--- config.mk ---
export PLATFORM = sky130hd
export DESIGN_NAME = archive_cell_scanner
export DESIGN_NICKNAME = d
export VERILOG_FILES = /design/src/rtl/acs_pkg.sv /design/src/rtl/archive_cell_scanner.sv /design/src/rtl/acs_result_buf.sv
export SDC_FILE = /design/constraint.sdc
export NUM_CORES = 1
export LEC_CHECK = 0
export BUFFER_PORTS_ARGS = -buffer_cell sky130_fd_sc_hd__buf_4
export CORE_UTILIZATION = 60
export CTS_CLUSTER_SIZE = 16
export DETAILED_ROUTE_END_ITERATION = 6
export GPL_ROUTABILITY_DRIVEN = 0
export PLACE_DENSITY = 0.89
export REMOVE_ABC_BUFFERS = 1
export SYNTH_ARGS = -nofsm -noshare
export SYNTH_HDL_FRONTEND = slang
export SYNTH_SLANG_ARGS = --single-unit
--- constraint.sdc ---
create_clock -name aclk -period 14.7 [get_ports aclk]
set_input_delay 2.94 -clock aclk [delete_from_list [all_inputs] [get_ports aclk]]
set_output_delay 2.94 -clock aclk [all_outputs]
set_load 0.05 [all_outputs]
--- src/rtl/acs_pkg.sv ---
// Shared types, constants and the CRC-16 byte update for the archive cell scanner.
`timescale 1ns / 1ps

package acs_pkg;

    // Configuration register indexes
    localparam logic [1:0] REG_CELL_BYTES      = 2'd0;
    localparam logic [1:0] REG_CELL_COUNT      = 2'd1;
    localparam logic [1:0] REG_ARCHIVE_VERSION = 2'd2;

    // Register reset values and legal limits
    localparam logic [12:0] RESET_CELL_BYTES      = 13'd256;
    localparam logic [8:0]  RESET_CELL_COUNT      = 9'd4;
    localparam logic [7:0]  RESET_ARCHIVE_VERSION = 8'd1;
    localparam logic [12:0] MIN_CELL_BYTES        = 13'd8;
    localparam logic [12:0] MAX_CELL_BYTES        = 13'd4096;
    localparam logic [8:0]  MIN_CELLS             = 9'd1;
    localparam logic [8:0]  MAX_CELLS             = 9'd256;

    // Newest-cell index after reset: reset cell count minus one
    localparam logic [8:0] NEWEST_RESET_WIDE = RESET_CELL_COUNT - 9'd1;
    localparam logic [7:0] NEWEST_RESET      = NEWEST_RESET_WIDE[7:0];

    // CRC-16 CCITT-FALSE
    localparam logic [15:0] CRC_POLY = 16'h1021;
    localparam logic [15:0] CRC_INIT = 16'hFFFF;

    localparam logic [31:0] STAMP_MIN_INIT = 32'hFFFF_FFFF;

    // One result item
    typedef struct packed {
        logic [7:0]  cell_index;
        logic        cell_valid;
        logic [31:0] cell_stamp;
        logic [8:0]  valid_count;
        logic [7:0]  oldest_index;
        logic [7:0]  newest_index;
        logic [31:0] newest_stamp;
        logic        scan_done;
    } result_t;

    // Bytewise CRC update, MSB first, no reflection
    function automatic logic [15:0] crc16_byte(input logic [15:0] crc, input logic [7:0] b);
        logic [15:0] r;
        r = crc ^ {b, 8'h00};
        for (int i = 0; i < 8; i++) begin
            if (r[15]) begin
                r = {r[14:0], 1'b0} ^ CRC_POLY;
            end else begin
                r = {r[14:0], 1'b0};
            end
        end
        return r;
    endfunction

endpackage

--- src/rtl/archive_cell_scanner.sv ---
// Top level of the archive cell scanner: byte intake, trailer check, tracking.
`timescale 1ns / 1ps

// Takes one archive byte per clock on the s_ channel and, on the last byte of
// each cell, emits one result item on the m_ channel. The item shows on the
// m_ channel the cycle after that byte is accepted, or later while m_tready
// holds earlier items back. The CRC-16 byte update, trailer capture and stamp
// tracking all sit between the state registers and the result registers, so a
// new byte can be accepted every cycle. Results pass through an output
// register and a skid register; s_tready drops only while both hold an item.
// s_tuser marks the first byte of a scan and clears all tracking before that
// byte is taken in; after the last cell of the ring the tracking clears by
// itself. Write the configuration registers only while no byte is in flight.
module archive_cell_scanner (
    input  logic         aclk,
    input  logic         aresetn,
    // Configuration write port
    input  logic         cfg_we,
    input  logic [1:0]   cfg_index,
    input  logic [12:0]  cfg_wdata,
    // Byte input
    input  logic         s_tvalid,
    output logic         s_tready,
    input  logic [7:0]   s_tdata,   // [7:0] data_byte
    input  logic         s_tuser,   // [0] area_start
    // Cell results
    output logic         m_tvalid,
    input  logic         m_tready,
    output logic [103:0] m_tdata,   // [7:0] cell_index, [39:8] cell_stamp,
                                    // [48:40] valid_count, [56:49] oldest_index,
                                    // [64:57] newest_index, [96:65] newest_stamp,
                                    // [103:97] zero
    output logic         m_tuser,   // [0] cell_valid
    output logic         m_tlast    // scan_done
);

    // Configuration registers
    logic [12:0] cell_bytes_reg;
    logic [8:0]  cell_count_reg;
    logic [7:0]  archive_version_reg;

    // Tracking state
    logic [15:0] crc_reg, crc_next;
    logic [11:0] byte_position_reg, byte_position_next;
    logic [63:0] trailer_reg, trailer_next;
    logic [7:0]  current_cell_reg, current_cell_next;
    logic [8:0]  good_cells_reg, good_cells_next;
    logic [31:0] min_stamp_reg, min_stamp_next;
    logic [31:0] max_stamp_reg, max_stamp_next;
    logic [7:0]  oldest_cell_reg, oldest_cell_next;
    logic [7:0]  newest_cell_reg, newest_cell_next;

    logic        accept;
    logic        buf_ready;
    logic [12:0] eff_bytes;
    logic [8:0]  eff_count;
    logic [8:0]  count_m1;

    // State after an optional start-of-scan clear
    logic [15:0] base_crc;
    logic [11:0] base_pos;
    logic [63:0] base_trailer;
    logic [7:0]  base_cell;
    logic [8:0]  base_good;
    logic [31:0] base_min;
    logic [31:0] base_max;
    logic [7:0]  base_oldest;
    logic [7:0]  base_newest;

    logic [63:0] shifted;
    logic [15:0] crc_upd;
    logic        last_byte;
    logic        ring_last;
    logic [31:0] stamp;
    logic [7:0]  sum;
    logic        ok;
    logic        hit_max;
    logic        hit_min;
    logic [8:0]  good_upd;
    logic [31:0] max_upd;
    logic [31:0] min_upd;
    logic [7:0]  newest_upd;
    logic [7:0]  oldest_upd;

    acs_pkg::result_t res;
    acs_pkg::result_t out_res;
    logic             res_valid;

    assign accept   = s_tvalid && s_tready;
    assign s_tready = buf_ready;

    // Configuration writes
    always_ff @(posedge aclk) begin
        if (!aresetn) begin
            cell_bytes_reg      <= acs_pkg::RESET_CELL_BYTES;
            cell_count_reg      <= acs_pkg::RESET_CELL_COUNT;
            archive_version_reg <= acs_pkg::RESET_ARCHIVE_VERSION;
        end else if (cfg_we) begin
            case (cfg_index)
                acs_pkg::REG_CELL_BYTES:      cell_bytes_reg      <= cfg_wdata;
                acs_pkg::REG_CELL_COUNT:      cell_count_reg      <= cfg_wdata[8:0];
                acs_pkg::REG_ARCHIVE_VERSION: archive_version_reg <= cfg_wdata[7:0];
                default: ;
            endcase
        end
    end

    // Clamp registers to their legal ranges
    always_comb begin
        if (cell_bytes_reg < acs_pkg::MIN_CELL_BYTES) begin
            eff_bytes = acs_pkg::MIN_CELL_BYTES;
        end else if (cell_bytes_reg > acs_pkg::MAX_CELL_BYTES) begin
            eff_bytes = acs_pkg::MAX_CELL_BYTES;
        end else begin
            eff_bytes = cell_bytes_reg;
        end
        if (cell_count_reg < acs_pkg::MIN_CELLS) begin
            eff_count = acs_pkg::MIN_CELLS;
        end else if (cell_count_reg > acs_pkg::MAX_CELLS) begin
            eff_count = acs_pkg::MAX_CELLS;
        end else begin
            eff_count = cell_count_reg;
        end
    end

    assign count_m1 = eff_count - 9'd1;

    // Start of scan clears tracking before the byte is taken in
    always_comb begin
        if (s_tuser) begin
            base_crc     = acs_pkg::CRC_INIT;
            base_pos     = '0;
            base_trailer = '0;
            base_cell    = '0;
            base_good    = '0;
            base_min     = acs_pkg::STAMP_MIN_INIT;
            base_max     = '0;
            base_oldest  = '0;
            base_newest  = count_m1[7:0];
        end else begin
            base_crc     = crc_reg;
            base_pos     = byte_position_reg;
            base_trailer = trailer_reg;
            base_cell    = current_cell_reg;
            base_good    = good_cells_reg;
            base_min     = min_stamp_reg;
            base_max     = max_stamp_reg;
            base_oldest  = oldest_cell_reg;
            base_newest  = newest_cell_reg;
        end
    end

    // Byte intake: trailer shift and CRC over all but the last two bytes
    assign shifted   = {s_tdata, base_trailer[63:8]};
    assign crc_upd   = ({1'b0, base_pos} < (eff_bytes - 13'd2)) ?
                       acs_pkg::crc16_byte(base_crc, s_tdata) : base_crc;
    assign last_byte = {1'b0, base_pos} >= (eff_bytes - 13'd1);
    assign ring_last = {1'b0, base_cell} >= count_m1;

    // Trailer check
    assign stamp = shifted[31:0];
    assign sum   = shifted[7:0] + shifted[15:8] + shifted[23:16] + shifted[31:24]
                 + shifted[39:32];
    assign ok    = (sum == shifted[47:40]) && (shifted[39:32] == archive_version_reg)
                && (stamp != 32'd0) && (shifted[63:48] == crc_upd);

    // Tracking update; first cell with an extreme stamp wins on ties
    assign hit_max    = ok && (stamp > base_max);
    assign hit_min    = ok && (stamp < base_min);
    assign good_upd   = base_good + {8'd0, ok};
    assign max_upd    = hit_max ? stamp : base_max;
    assign min_upd    = hit_min ? stamp : base_min;
    assign newest_upd = hit_max ? base_cell : base_newest;
    assign oldest_upd = hit_min ? base_cell : base_oldest;

    // Result item
    always_comb begin
        res.cell_index   = base_cell;
        res.cell_valid   = ok;
        res.cell_stamp   = ok ? stamp : 32'd0;
        res.valid_count  = good_upd;
        res.oldest_index = oldest_upd;
        res.newest_index = newest_upd;
        res.newest_stamp = (max_upd != 32'd0) ? max_upd : 32'd1;
        res.scan_done    = ring_last;
    end

    assign res_valid = accept && last_byte;

    // Next tracking state
    always_comb begin
        crc_next           = crc_reg;
        byte_position_next = byte_position_reg;
        trailer_next       = trailer_reg;
        current_cell_next  = current_cell_reg;
        good_cells_next    = good_cells_reg;
        min_stamp_next     = min_stamp_reg;
        max_stamp_next     = max_stamp_reg;
        oldest_cell_next   = oldest_cell_reg;
        newest_cell_next   = newest_cell_reg;
        if (accept) begin
            if (!last_byte) begin
                crc_next           = crc_upd;
                byte_position_next = base_pos + 12'd1;
                trailer_next       = shifted;
                current_cell_next  = base_cell;
                good_cells_next    = base_good;
                min_stamp_next     = base_min;
                max_stamp_next     = base_max;
                oldest_cell_next   = base_oldest;
                newest_cell_next   = base_newest;
            end else if (ring_last) begin
                crc_next           = acs_pkg::CRC_INIT;
                byte_position_next = '0;
                trailer_next       = '0;
                current_cell_next  = '0;
                good_cells_next    = '0;
                min_stamp_next     = acs_pkg::STAMP_MIN_INIT;
                max_stamp_next     = '0;
                oldest_cell_next   = '0;
                newest_cell_next   = count_m1[7:0];
            end else begin
                crc_next           = acs_pkg::CRC_INIT;
                byte_position_next = '0;
                trailer_next       = '0;
                current_cell_next  = base_cell + 8'd1;
                good_cells_next    = good_upd;
                min_stamp_next     = min_upd;
                max_stamp_next     = max_upd;
                oldest_cell_next   = oldest_upd;
                newest_cell_next   = newest_upd;
            end
        end
    end

    always_ff @(posedge aclk) begin
        if (!aresetn) begin
            crc_reg           <= acs_pkg::CRC_INIT;
            byte_position_reg <= '0;
            trailer_reg       <= '0;
            current_cell_reg  <= '0;
            good_cells_reg    <= '0;
            min_stamp_reg     <= acs_pkg::STAMP_MIN_INIT;
            max_stamp_reg     <= '0;
            oldest_cell_reg   <= '0;
            newest_cell_reg   <= acs_pkg::NEWEST_RESET;
        end else begin
            crc_reg           <= crc_next;
            byte_position_reg <= byte_position_next;
            trailer_reg       <= trailer_next;
            current_cell_reg  <= current_cell_next;
            good_cells_reg    <= good_cells_next;
            min_stamp_reg     <= min_stamp_next;
            max_stamp_reg     <= max_stamp_next;
            oldest_cell_reg   <= oldest_cell_next;
            newest_cell_reg   <= newest_cell_next;
        end
    end

    // Output buffering
    acs_result_buf u_result_buf (
        .aclk      (aclk),
        .aresetn   (aresetn),
        .in_valid  (res_valid),
        .in_ready  (buf_ready),
        .in_data   (res),
        .out_valid (m_tvalid),
        .out_ready (m_tready),
        .out_data  (out_res)
    );

    // Output packing
    assign m_tdata = {7'd0, out_res.newest_stamp, out_res.newest_index,
                      out_res.oldest_index, out_res.valid_count, out_res.cell_stamp,
                      out_res.cell_index};
    assign m_tuser = out_res.cell_valid;
    assign m_tlast = out_res.scan_done;

    // Input stalls only when the output register is also full
    a_stall_needs_full_out: assert property (@(posedge aclk) disable iff (!aresetn)
        !s_tready |-> m_tvalid)
        else $error("input stalled with empty output register");

    // A valid cell always carries a nonzero stamp, an invalid one a zero stamp
    a_stamp_matches_verdict: assert property (@(posedge aclk) disable iff (!aresetn)
        m_tvalid |-> ((m_tdata[39:8] != 32'd0) == m_tuser))
        else $error("cell stamp disagrees with cell verdict");

    // Valid count cannot exceed the number of cells seen in the scan
    a_count_bound: assert property (@(posedge aclk) disable iff (!aresetn)
        m_tvalid |-> (m_tdata[48:40] <= ({1'b0, m_tdata[7:0]} + 9'd1)))
        else $error("valid count exceeds cells scanned");

    // The newest stamp is never below the stamp of a valid cell
    a_newest_covers_cell: assert property (@(posedge aclk) disable iff (!aresetn)
        (m_tvalid && m_tuser) |-> (m_tdata[96:65] >= m_tdata[39:8]))
        else $error("newest stamp below a valid cell stamp");

endmodule

--- src/rtl/acs_result_buf.sv ---
// Two-entry result buffer: output register plus skid register.
`timescale 1ns / 1ps

module acs_result_buf (
    input  logic             aclk,
    input  logic             aresetn,
    input  logic             in_valid,
    output logic             in_ready,
    input  acs_pkg::result_t in_data,
    output logic             out_valid,
    input  logic             out_ready,
    output acs_pkg::result_t out_data
);

    logic             out_valid_reg, out_valid_next;
    logic             skid_valid_reg, skid_valid_next;
    acs_pkg::result_t out_data_reg, out_data_next;
    acs_pkg::result_t skid_data_reg, skid_data_next;

    // Room for a new item as long as the skid slot is free
    assign in_ready  = !skid_valid_reg;
    assign out_valid = out_valid_reg;
    assign out_data  = out_data_reg;

    // Slot control
    always_comb begin
        out_valid_next  = out_valid_reg;
        skid_valid_next = skid_valid_reg;
        out_data_next   = out_data_reg;
        skid_data_next  = skid_data_reg;
        if (skid_valid_reg) begin
            if (out_ready) begin
                out_data_next   = skid_data_reg;
                skid_valid_next = 1'b0;
            end
        end else if (in_valid) begin
            if (!out_valid_reg || out_ready) begin
                out_data_next  = in_data;
                out_valid_next = 1'b1;
            end else begin
                skid_data_next  = in_data;
                skid_valid_next = 1'b1;
            end
        end else if (out_ready) begin
            out_valid_next = 1'b0;
        end
    end

    always_ff @(posedge aclk) begin
        if (!aresetn) begin
            out_valid_reg  <= 1'b0;
            skid_valid_reg <= 1'b0;
        end else begin
            out_valid_reg  <= out_valid_next;
            skid_valid_reg <= skid_valid_next;
        end
    end

    // Payload needs no reset
    always_ff @(posedge aclk) begin
        out_data_reg  <= out_data_next;
        skid_data_reg <= skid_data_next;
    end

endmodule

==> results of run 1 <==
metrics by stage:
stage | setup slack (ns) | area [µm²]
after floorplan | 2.09 | 21500
after global placement | 3.13 | 23300
after detailed placement | 2.95 | 23300
after CTS | 3.60 | 24600
after global routing | 3.10 | 24600
final | 3.47 | 24600
path summary, 6_finish.rpt:
check / cells past startpoint / end / slack, ns
max: 23 / u_result_buf.out_data[36] / 3.47
max reg2reg: 22 / u_result_buf.out_data[36] / 6.23
min: 2 / oldest_cell_reg[2] / 0.46
min reg2reg: 2 / oldest_cell_reg[2] / 0.46
power groups by stage:
stage	Sequential, W	Clock (W)	Combinational [W]
floorplan	0.00126	0	0.000154
global placement	0.00125	0	0.000231
detailed placement	0.00125	0	0.000239
CTS	0.00122	0.00107	0.000241
global route	0.00123	0.00111	0.000265
finish	0.00122	0.00106	0.000248
cell usage in the layout (no fill, tap or decap), drive strengths merged, types with 56 or more instances in the layout:
cell	netlist	routed
o21ai	83	83
mux2i	67	67
inv	80	84
nand2	267	267
buf	38	151
clkbuf	107	56
ha	111	111
dfxtp	213	213
nor2	170	170
edfxtp	198	198
nand3	56	56
nor2b	91	91
worst max-delay path: stages:
cell	delay, ns
buf_4	0.26
inv_2	0.81
nand2_1	0.30
inv_1	0.26
fa_1	0.46
fa_1	0.55
inv_1	0.06
fa_1	0.47
inv_1	0.07
ha_1	0.16
inv_1	0.06
fa_1	0.39
xnor2_1	0.24
xnor2_1	0.16
o211ai_1	0.15
nor4bb_1	0.46
or4b_1	0.47
or4b_1	0.48
or4b_1	0.50
or4_4	0.46
or3_2	0.98
mux2_4	0.50
mux2_2	0.27
layout make-up:
type                            count  area (µm²)
Timing Repair Buffer              151        1130
Clock buffer                       56        1170
Inverter                           81         304
Tap cell                          461         577
Sequential cell                   411       10200
Fill cell                        2524       11300
Multi-Input combinational cell   1588       11100
Clock inverter                     20         184
metal layers:
| layer | track usage [%] | wire length (µm) | vias to the layer above |
|---|---|---|---|
| li1 | - | - | 8199 |
| met1 | 39.7 | 22600 | 8590 |
| met2 | 48.0 | 26600 | 1063 |
| met3 | 4.87 | 5570 | 191 |
| met4 | 12.7 | 2060 | 0 |
| met5 | 0 | 0 | - |
kinds of logic after synthesis:
logic type | count (synthesis) | synth area share [%]
AOI/OAI and AO/OA | 512 | 16.5
xor gates and xnor gates | 75 | 3.22
adders and majority gates | 131 | 8.09
buffers and inverters | 226 | 4.20
DFF | 411 | 46.2
muxes | 118 | 5.71
other | 1 | 0.0170
and+or+nand+nor | 745 | 16.1
==> qor.txt, run 1 <==
outcome -> finished with violations
failing checks -> design-rule violations
Clk pwr share -> 41.9%
antenna violations before repair -> 0
final WL -> 56,900 µm
Final period util -> 76.4%
asr flop ratio synth -> 0%
Die Area -> 37,600 µm²
Gate Count Post-Synth -> 2,219
combinational fraction of design power -> 9.8%
number of core rows -> 69
unrepaired setup endpoints after global routing -> no
Leak -> 9.99 nW
Startpoint Class -> input pin
CP Data Required Time -> 15.03 ns
placed wire-length estimate -> 38,500 µm
Detail Route Antenna Nets -> 0
fmax -> 89.1 MHz
Post-CTS Setup Bufs -> 0
TritonCTS clock tree -> done
Max Clock Skew -> 0.0305 ns
vias -> 18,000
pin count of the biggest net entering global routing -> 87
global-route wire length before repair -> 90,800 µm
distinct cell type count after synthesis -> 85
starting density of the core -> 61.6%
critical path class -> input pin to flip-flop
top area cells in the synthesized netlist -> edfxtp_1 27%, dfxtp_1 19%, ha_1 6.3%
worst min-delay path category -> flip-flop to flip-flop
mapped cell area -> 22,100 µm²
VDD IR max -> 0.0783 mV
Num Clock Sinks -> 411
DR pass1 iterations -> 7
Inserted Diodes -> 0
fin. max-slew vios -> 0
Hold-fix buffers, CTS -> 0
Worst Tran Pin Value -> 1.30 ns
total power -> 0.00253 W
most common library cells after synthesis -> 267 x nand2_1, 213 x dfxtp_1, 198 x edfxtp_1
layout cell share with drive strength beyond 1 -> 13.1%
post-synth top area cell -> edfxtp_1
drt drc -> 26
minimum clock period -> 11.23 ns
total negative slack -> 0 ns
Placed Cells -> 2,692
Power Dens Cells -> 103 nW/µm²
max cap viols -> 0
Nets -> 2,435
Ports -> 137
Final Hold Vio Count -> 0
Die Width -> 194 µm
Die H -> 194 µm
Top FF cell, synth -> dfxtp_1
Worst-path clk slew -> 0.06 ns
vias per cell -> 6.52
H-tree levels -> 2
CTS resizes -> 0
part of the power in registers -> 48.3%
launching point of the worst reg2reg path -> cell_bytes_reg[7]
Yosys warnings -> 0
worst hold start -> oldest_cell_reg[2]
register area share after synthesis -> 46.2%
Mapped Avg Cell Area -> 9.97 µm²
crit-path max FO -> 61
EDFF count, synth -> 198
P_int -> 0.00191 W
core area -> 35,900 µm²
Final Core Density -> 68.6%
grt total ovfl -> 0
number of global-route vias before repair -> 17,400
Crit. Startpoint -> s_tuser
minimum hold slack -> 0.461 ns
Finished Layout Cells -> 2,768
First DRT Iteration DRCs -> 2,393
clk root buf -> clkbuf_16
area share of the leading cell type in the synthesized netlist -> 26.9%
Synth-to-Final Area Change -> 11.4%
Seq cells post-synth -> 411
relative slew slack -> 12.9%
switching share of power -> 24.5%
GRT Overall Usage -> 29.7%
Avg WL per Cell -> 20.5 µm
I/O Buffers -> 129
crit path DAT -> 11.55 ns
Critical Path End Type -> flip-flop
count leader, synth -> nand2_1
TritonCTS Buffers -> 42
clock buffer depth -> 3
Clock Latency Late Sink -> 0.58 ns
NetSw -> 0.000621 W
Setup violations, final -> 0
Power figures use the tool's default switching activity.
==> run 2, diff against run 1 <==
- clock period: 14.7 -> 11.74 ns (I/O delays scaled with it)
==> qor.txt, run 2 (synthesis gave the netlist of run 1 again) <==
crit path DAT -> 10.63 ns (was 11.55 ns)
CP Cell Sequence -> buf_4, inv_2, nand2_1, inv_1, fa_1, fa_1, inv_1, fa_1, inv_1, ha_1, inv_1, fa_1, nand2b_1, a21oi_1, a31oi_1, xnor3_1, or4b_1, or4b_1, or4b_1, or4_4, nand3b_1, or2_1, o22a_1 (was buf_4, inv_2, nand2_1, inv_1, fa_1, fa_1, inv_1, fa_1, inv_1, ha_1, inv_1, fa_1, xnor2_1, xnor2_1, o211ai_1, nor4bb_1, or4b_1, or4b_1, or4b_1, or4_4, or3_2, mux2_4, mux2_2)
area of placed instances -> 23,300 µm² (about the same)
Clk pwr share -> 42.3% (was 41.9%)
P_int -> 0.00240 W (was 0.00191 W)
part of the power in registers -> 48.0% (was 48.3%)
global-route wire length before repair -> 92,300 µm (was 90,800 µm)
Leak -> 10.0 nW (was 9.99 nW)
most frequent cells in the layout -> 266 x nand2_1, 212 x dfxtp_1, 198 x edfxtp_1 (unchanged)
Ports -> 137 (unchanged)
number of core rows -> 69 (unchanged)
vias -> 18,300 (was 18,000)
combinational fraction of design power -> 9.7% (was 9.8%)
Top Usage Layer GRT -> met2 (unchanged)
unrepaired setup endpoints after global routing -> no (unchanged)
fin. max-slew vios -> 0 (unchanged)
NetSw -> 0.000790 W (was 0.000621 W)
TritonCTS clock tree -> done (unchanged)
final worst setup slack -> 1.55 ns (was 3.47 ns)
outcome -> finished with violations (unchanged)
VDD IR max -> 0.126 mV (was 0.0783 mV)
Die Area -> 37,600 µm² (unchanged)
placed wire-length estimate -> 39,100 µm (was 38,500 µm)
CTS resizes -> 0 (unchanged)
failing checks -> design-rule violations (unchanged)
Final Hold Vio Count -> 0 (unchanged)
minimum clock period -> 10.19 ns
Clock Latency Late Sink -> 0.58 ns (about the same)
Placement Setup Slack -> 1.12 ns (was 2.95 ns)
I/O Buffers -> 129 (unchanged)
antenna violations before repair -> 1 (was 0)
minimum hold slack -> 0.443 ns (was 0.461 ns)
starting density of the core -> 61.6% (unchanged)
Post-CTS Setup Bufs -> 0 (unchanged)
First DRT Iteration DRCs -> 2,677 (was 2,393)
M1 GR Usage -> 40.8% (was 39.7%)
Avg WL per Cell -> 20.8 µm (was 20.5 µm)
GR met3 Demand/Resource -> 4.47% (was 4.87%)
leading cell type in the layout, fill and taps excluded -> nand2_1 (unchanged)
fillers -> 2,589 (was 2,524)
Worst-path clk slew -> 0.06 ns (about the same)
design area -> 24,700 µm² (was 24,600 µm²)
Startpoint Class -> input pin (unchanged)
relative slew slack -> 15.2% (was 12.9%)
footprint of the multi-input gates -> 11,100 µm² (about the same)
GRT Overall Usage -> 30.3% (was 29.7%)
Inserted Diodes -> 0 (unchanged)
Nets -> 2,439 (was 2,435)
final WL -> 57,600 µm (was 56,900 µm)
Synth-to-Final Area Change -> 11.7% (was 11.4%)
Final period util -> 86.8%
clock buffer depth -> 3 (unchanged)
max cap viols -> 0 (unchanged)
Max stage delay cell, worst path -> or2_1 (was or3_2)
Critical Path End Type -> flip-flop (unchanged)
max incr delay on CP -> 0.88 ns (was 0.98 ns)
pin count of the biggest net entering global routing -> 85 (was 87)
H-tree levels -> 2 (unchanged)
crit-path max FO -> 38 (was 61)
DR pass1 iterations -> 7 (unchanged)
drt drc -> 9 (was 26)
grt total ovfl -> 0 (unchanged)
layout cell share with drive strength beyond 1 -> 13.1% (about the same)
core area -> 35,900 µm² (unchanged)
number of global-route vias before repair -> 17,500 (was 17,400)
critical path class -> input pin to flip-flop (unchanged)
Die H -> 194 µm (unchanged)
Hold-fix buffers, CTS -> 0 (unchanged)
Worst Tran Pin Value -> 1.27 ns (was 1.30 ns)
vias per cell -> 6.58 (was 6.52)
fmax -> 98.2 MHz
CP Data Required Time -> 12.18 ns (was 15.03 ns)
worst min-delay path category -> flip-flop to flip-flop (unchanged)
clk root buf -> clkbuf_16 (unchanged)
Die Width -> 194 µm (unchanged)
Setup violations, final -> 0 (unchanged)
Detail Route Antenna Nets -> 0 (unchanged)
Power Dens Cells -> 129 nW/µm² (was 103 nW/µm²)
switching share of power -> 24.7% (was 24.5%)
Reg area -> 10,200 µm² (unchanged)
met2 usage -> 48.4% (was 48.0%)
Max Clock Skew -> 0.0291 ns (was 0.0305 ns)
Final Core Density -> 68.8% (was 68.6%)
Num Clock Sinks -> 411 (unchanged)
TritonCTS Buffers -> 43 (was 42)
run 2: power by group through the flow:
stage	Sequential, W	Clock [W]	Combinational, W
after detailed placement	0.00156	0	0.000300
after global placement	0.00156	0	0.000289
after global routing	0.00154	0.00142	0.000333
after CTS	0.00153	0.00136	0.000303
final	0.00153	0.00135	0.000310
after floorplan	0.00157	0	0.000193
run 2: layer usage:
metal | routed length [µm] | vias to the layer above
met2 | 26700 | 1091
met4 | 2360 | 0
li1 | - | 8201
met1 | 23000 | 8752
met3 | 5520 | 213
met5 | 0 | -
run 2: cell type report:
| cell class | count | area share [%] |
|---|---|---|
| Clock buffer | 59 | 4.82 |
| Clock inverter | 21 | 0.785 |
| Inverter | 81 | 1.23 |
| Multi-Input combinational cell | 1588 | 44.8 |
| Sequential cell | 411 | 41.3 |
| Tap cell | 461 | 2.33 |
| Timing Repair Buffer | 154 | 4.68 |
run 2: worst paths after layout:
path	from	end	depth (start not counted)	slack, ns
setup / recovery	s_tuser	min_stamp_reg[6]	23	1.55
hold / removal	oldest_cell_reg[1]	oldest_cell_reg[1]	2	0.44
setup reg to reg	cell_bytes_reg[7]	min_stamp_reg[6]	22	3.33
hold reg to reg	oldest_cell_reg[1]	oldest_cell_reg[1]	2	0.44
run 2: critical path: cells and delay by family:
kind                     cells  cell delay [ns]
XOR/XNOR                     1             0.41
adder cells (fa/ha/maj)      5             2.08
AO/OA/AOI/OAI                3             0.73
buffers and inverters        6             1.19
AND/OR/NAND/NOR              8             3.79
run 2: per-stage QoR:
step	std cells	setup TNS (ns)	total power (W)
final	2775	0	0.00319
after global routing	2775	0	0.00328
after CTS	2775	0	0.00319
after detailed placement	2695	0	0.00186
after global placement	2695	0	0.00185
after floorplan	2080	-8.53	0.00177
